$ cat config.mk
export PLATFORM = sky130hd
export DESIGN_NAME = rtm_div
export DESIGN_NICKNAME = d
export VERILOG_FILES = /design/src/hdl/rtm_pkg.sv /design/src/hdl/rtm_div.sv
export SDC_FILE = /design/constraint.sdc
export NUM_CORES = 2
export LEC_CHECK = 0
export BUFFER_PORTS_ARGS = -buffer_cell sky130_fd_sc_hd__buf_2
export CAP_MARGIN = 5
export CORE_ASPECT_RATIO = 1.2
export CORE_MARGIN = 4
export CORE_UTILIZATION = 55
export DETAILED_ROUTE_END_ITERATION = 8
export PLACE_DENSITY = 0.73
export SETUP_SLACK_MARGIN = 0.02
export SLEW_MARGIN = 20
export SYNTH_ARGS = -nofsm -noshare
export SYNTH_HDL_FRONTEND = slang
export SYNTH_SLANG_ARGS = --single-unit
$ cat constraint.sdc
create_clock -name clk_i -period 3.9 [get_ports clk_i]
set_input_delay 0.39 -clock clk_i [delete_from_list [all_inputs] [get_ports clk_i]]
set_output_delay 0.39 -clock clk_i [all_outputs]
set_load 0.02 [all_outputs]
$ cat src/hdl/rtm_pkg.sv
// ----------------------------------------------------------------------------
// rtm_pkg: shared constants, types and tables of the Reinhard/sRGB encoder
// Fixed-point formats, pipeline depths and the sRGB byte threshold table.
// ----------------------------------------------------------------------------
`default_nettype none

package rtm_pkg;

  // input format
  localparam int IN_FRAC_BITS = 16;
  localparam int IN_INT_BITS  = 16;
  localparam int IN_W         = IN_INT_BITS + IN_FRAC_BITS;
  localparam int PIX_W        = 32;
  localparam int BYTE_W       = 8;
  localparam int USE_W        = (IN_W < PIX_W) ? IN_W : PIX_W;
  localparam int HDR_MAX      = 65504;
  // wide enough for both the masked input and the saturation cap
  localparam int RAW_W        = (IN_W > 16 + IN_FRAC_BITS) ? IN_W : 16 + IN_FRAC_BITS;

  // Reinhard quotient, Q0.24
  localparam int M_W     = 24;
  localparam int DIV_LAT = M_W + 1;

  // encoder
  localparam int                SRCH_STEPS = 8;
  localparam int                ENC_LAT    = SRCH_STEPS + 1;
  localparam int                LIN_W      = 16;
  localparam logic [M_W-1:0]    KNEE_Q24   = 24'd52526;
  localparam logic [16:0]       LIN_MUL    = 17'd32946;
  localparam logic [32:0]       LIN_BIAS   = 33'd5 << 24;
  localparam logic [7:0]        DIV10_MUL  = 8'd205;
  localparam logic [BYTE_W-1:0] ALPHA_OUT  = 8'hFF;

  // divider stage contents
  typedef struct packed {
    logic [RAW_W+1:0] rem;
    logic [RAW_W:0]   den;
    logic [M_W-1:0]   q;
  } div_stage_t;

  // search stage contents
  typedef struct packed {
    logic [M_W-1:0]    m;
    logic [BYTE_W-1:0] idx;
    logic              lin;
    logic [BYTE_W-1:0] lin_byte;
  } srch_stage_t;

  // smallest M that encodes to at least byte k on the power segment:
  // M^5 * 10761^12 >= (40k+541)^12 * 2^120
  typedef logic [M_W:0] thr_t;
  typedef thr_t thr_arr_t [256];

  function automatic thr_arr_t build_thresh();
    thr_arr_t     t;
    logic [319:0] a;
    logic [319:0] b;
    logic [319:0] p;
    logic [M_W+1:0] lo;
    logic [M_W+1:0] hi;
    logic [M_W+1:0] mid;
    int k;
    int i;
    int j;
    a = 320'd1;
    for (i = 0; i < 12; i++) a = a * 320'd10761;
    t[0] = '0;
    for (k = 1; k < 256; k++) begin
      b = 320'd1;
      for (i = 0; i < 12; i++) b = b * 320'(40 * k + 541);
      b  = b << 120;
      lo = '0;
      hi = (M_W+2)'(1) << M_W;
      for (i = 0; i < M_W + 2; i++) begin
        if (lo < hi) begin
          mid = (lo + hi) >> 1;
          p   = a;
          for (j = 0; j < 5; j++) p = p * 320'(mid);
          if (p >= b) hi = mid;
          else        lo = mid + 1'b1;
        end
      end
      t[k] = hi[M_W:0];
    end
    return t;
  endfunction

  localparam thr_arr_t THRESH = build_thresh();

endpackage

`default_nettype wire

$ cat src/hdl/rtm_div.sv
// ----------------------------------------------------------------------------
// rtm_div: per-channel saturation and Reinhard divider
// Computes M = floor(c * 2^24 / (c + 1)) with a restoring divider, one
// quotient bit per pipeline stage.
// ----------------------------------------------------------------------------
`default_nettype none

module rtm_div import rtm_pkg::*; (
  input  wire logic             clk_i,
  input  wire logic             en_i,
  input  wire logic [PIX_W-1:0] raw_i,
  output logic      [M_W-1:0]   m_o
);

  localparam logic [RAW_W-1:0] CAP = RAW_W'(HDR_MAX) << IN_FRAC_BITS;
  localparam logic [RAW_W:0]   ONE = (RAW_W+1)'(1) << IN_FRAC_BITS;

  div_stage_t st_q [M_W+1];
  div_stage_t st_d [M_W+1];
  logic [RAW_W-1:0] raw;
  logic [RAW_W-1:0] sat;

  // saturate and set up the divide
  always_comb begin
    raw          = RAW_W'(raw_i[USE_W-1:0]);
    sat          = (raw > CAP) ? CAP : raw;
    st_d[0].rem  = {2'b00, sat};
    st_d[0].den  = {1'b0, sat} + ONE;
    st_d[0].q    = '0;
  end

  // one quotient bit per stage; remainder always stays below the divisor
  for (genvar s = 1; s <= M_W; s++) begin : g_step
    logic [RAW_W+1:0] sh;
    logic             ge;
    always_comb begin
      sh          = {st_q[s-1].rem[RAW_W:0], 1'b0};
      ge          = (sh >= {1'b0, st_q[s-1].den});
      st_d[s].rem = ge ? (sh - {1'b0, st_q[s-1].den}) : sh;
      st_d[s].den = st_q[s-1].den;
      st_d[s].q   = {st_q[s-1].q[M_W-2:0], ge};
    end
  end

  always_ff @(posedge clk_i) begin
    if (en_i) begin
      for (int s = 0; s <= M_W; s++) st_q[s] <= st_d[s];
    end
  end

  assign m_o = st_q[M_W].q;

endmodule

`default_nettype wire

Yosys cells after proc, flatten, opt, wreduce, memory -nomap -nowiden --
Memory sizes are Yosys's and may differ from the RTL's. Cells that the tools add are included.
Word-level totals: register bits 0, RAM bits 2275, bits of input ports 34, output and inout port bits 24, logic and storage cells 78, memories kept 1
Cells by class: $add $sub $neg 25, magnitude comparators 25, multiplexer cells 27
Memories:
- st_q | words 25, width 91, read ports 25, clocked after Yosys merged registers in 0, wr ports 25, RTL line rtm_div.sv:18 | div_stage_t st_q [M_W+1];
Operator list (count):
- greater-or-equal comparator 34 x 33 -> 1 bit | 24
- 2-to-1 mux 34 bit | 24
- subtractor 34 x 33 -> 34 bit | 24
- adder 32 x 17 -> 33 bit, second input constant | 1
- greater-than comparator 32 bit, second input constant | 1
- 2-to-1 mux 32 bit | 1
- 2-to-1 mux 1 bit | 2

Longest topological paths before layout --
word-level depth 3, mapped depth 16

Least setup slack after synthesis --
Ideal clock, no wire load.
kind reg-to-reg, start point memory st_q[18][24] (netlist name), end point memory st_q[19][82] (netlist name) (data pin), library setup time 260 ps, arrival 3289 ps, required time 3640 ps, path slack 352 ps, cell stages (with the launch flop) 13, path buffers 1, clock period less this slack 3548 ps, cell sequence edfxtp_1 fa_1 nor2b_1 o21ai_1 a21boi_1 nor3_1 o31ai_2 a221o_1 a2111oi_0 or3_1 o21ai_2 buf_6 mux2_2
RTL lines (RTL line):
- from (decl) | rtm_div.sv:18

==> metrics.yaml <==
outcome:
  status: "completed"
critical_path:
  end_kind: "flop"
  worst-path-max-fanout: 6
  start_kind: "flop"
  path_class: "reg2reg"
  crit_arrival_ps: 4470
  cp.required_ps: 4480
cells_and_area:
  largest_register: "st_q"
  fill_cells: 14400
  layout_commonest_cell: "edfxtp_1"
  largest_registers: "st_q: 1867 flops"
  utilization_pct: 62.7
  fin_nets: 10800
  largest_reg_flops: 1867
  area_delta_synth_final_pct: 13.4
  postLayoutCellArea_sq_mm: 0.120
  mostFrequentLayoutCells: "edfxtp_1, inv_1, a21oi_1"
  final_layout_size_suffix_gt1_share_pct: 12.3
floorplan:
  core_sq_mm: 0.192
  start_util_pct: 55.3
  die-area_sq_mm: 0.200
  core.rowCount: 176
  ios: 58
  fp.dieH_um: 489
  die_x_um: 409
routing:
  drc: 0
  drt-total-wl_um: 253000
  route.top_layer_used: "met4"
  vias: 73500
  viasPerCell: 5.82
  wl_met3_um: 6270
  drtIter0Drc: 3868
  wl_per_cell_um: 20.0
  wl_met2_um: 151000
  route.antenna.remaining_nets: 0
  m1WireLength_um: 74000
  dr.pass1.iters: 5
placed_design:
  io_buffers: 57
  hpwl_um: 191000
  gp_congestion: 0.979
  post_dp_cell_area_sq_mm: 0.113
timing:
  tns_ps: 0
  min_period_ps: 3880
  whs_ps: 289
  fmax_mhz: 258
  period_share_pct: 99.5
  tightest_slew_ps: 1070
  hold_viol_final: 0
  fin_skew_ps: 33.6
  relSlewSlack_pct: 28.1
  drv_slew: 0
  rsz0062_at_grt: "yes"
  setup_viol: 0
grt:
  grt_antenna_before_repair: 1
  gr-usage-all-layers_pct: 24.5
  grt_pass1_wl_um: 389000
  globalRoute.totalOverflow: 0
  first_global_vias: 78200
  grt_max_degree: 111
synthesis:
  synth_seq_area_share_pct: 53.0
  netlist_area_sq_mm: 0.106
  yosysWarnings: 0
  synth.distinct_cells: 94
  synth_top_area_share_pct: 53.0
  synth_edf_count: 1867
  synth_top_cell_by_area: "edfxtp_1"
  synthArstFlopShare_pct: 0
  synth.avg_cell_area_sq_um: 11.3
  synth-main-ff-cell: "edfxtp_1"
  postSynthCellCount: 9402
  netlist_top_cells_area: "edfxtp_1, ha_1, a21oi_1"
  synth.ff_latch_count: 1867
  synth_nets: 10300
clocking:
  clockBufferDepth: 3
  cts.sinks: 1867
  clk_latency_ps: 850
  cts-root-buf: "clkbuf_16"
  path_clk_slew_ps: 60
  cts_buffers: 194
  ctsHtreeMaxLevel: 4
  cts_tree: "done"
power_and_ir_drop:
  comb_power_share_pct: 50.6
  power.density_mw_per_mm2: 848
  netSwitchingPower_mw: 38.7
  power_frac_seq_pct: 32.1
  finalPower_mw: 102
  vdd_drop_max_uv: 467
  leakagePower_nw: 50.0
  clockPowerShare_pct: 17.3
  swShare_pct: 38.0
  p_int_mw: 63.2
job:
  drv_cap: 0
hold_path:
  hold_path_class: "in2reg"
[final cells by class]
class / instances / area [sq um] / share of cell area [%]
tap: 2492 / 3120 / 2.60
clock inverter: 110 / 832 / 0.693
inverter: 967 / 3630 / 3.02
timing repair buffer: 602 / 5340 / 4.45
sequential: 1867 / 56100 / 46.7
antenna: 1 / 2.50 / 0.00208
multi-input combinational: 6347 / 46000 / 38.3
clock buffer: 240 / 5110 / 4.26
[worst max-delay path: stages, from the launching register on]
cell	delay (ps)
edfxtp_1	380
inv_2	50
ha_1	330
buf_6	140
nand4_1	170
a21oi_4	70
o21ai_4	200
nand4bb_1	260
a221o_1	450
a21oi_4	200
a31oi_1	110
a211o_1	280
a211o_4	450
clkbuf_16	220
mux2_1	310
[metrics by stage]
| stage | std cells | setup slack, ps |
|---|---|---|
| global placement | 12200 | -280 |
| finish | 12600 | 18.1 |
| CTS | 12600 | 14.8 |
| global route | 12600 | -51.2 |
| detailed placement | 12200 | -304 |
| floorplan | 9402 | 352 |
[layer usage]
layer	up-vias	track usage, %
li1	35500	-
met1	35300	18.5
met2	1728	53.6
met3	934	2.60
met4	0	18.1
met5	-	0
[kinds of logic (layout without fill, tap and decap cells)]
group,Yosys count,after routing,share of synthesized area (%)
muxes,326,326,3.54
and+or+nand+nor,2017,2017,9.03
other,1,2,0.00354
DFF,1867,1867,53.0
buffers and inverters,1188,1919,4.34
AOI/OAI and AO/OA,2519,2519,14.8
xor gates and xnor gates,670,670,5.54
adders and majority gates,814,814,9.78
[cell usage after synthesis, types with 48 or more instances]
cell type / n
edfxtp_1: 1867
xnor2_1: 391
nand2b_1: 127
xor2_1: 279
o21a_1: 92
o21bai_1: 108
nand2_1: 633
nand3_1: 143
nor2b_1: 160
a31oi_1: 77
a211oi_1: 48
nor2_1: 509
and3_1: 77
mux2_2: 216
o21ai_0: 612
nor3_1: 101
a21o_1: 404
ha_1: 792
a21oi_1: 806
mux2_1: 68
nand4_1: 111
inv_1: 967
clkbuf_1: 160
[power by group through the flow]
stage / combinational [mW] / sequential [mW] / clock [mW]
floorplan: 35.2 / 31.9 / 0
global placement: 47.8 / 32.8 / 0
detailed placement: 49.4 / 33.0 / 0
CTS: 50.0 / 32.6 / 18.0
global route: 56.2 / 33.2 / 18.8
finish: 51.5 / 32.7 / 17.6
[timing repair]
| item | CTS | global route |
|---|---|---|
| pin swaps | 12 | 39 |
| endpoints found under the setup margin | 183 | 499 |
| endpoints found under the hold margin | 48 | 0 |
| resized for setup | 25 | 114 |
| hold buffers | 33 | 0 |
| buffers inserted | 2 | 16 |
| gates cloned | 1 | 6 |
[final timing paths]
| path | start | endpoint | slack (ps) | cells past startpoint |
|---|---|---|---|---|
| max reg2reg | st_q[21][29] | st_q[22][80] | 20 | 14 |
| min reg2reg | st_q[21][17] | st_q[22][18] | 390 | 0 |
| min | raw_i[29] | st_q[0][86] | 290 | 2 |
| max | st_q[21][29] | st_q[22][80] | 20 | 14 |
Power figures use the tool's default switching activity.
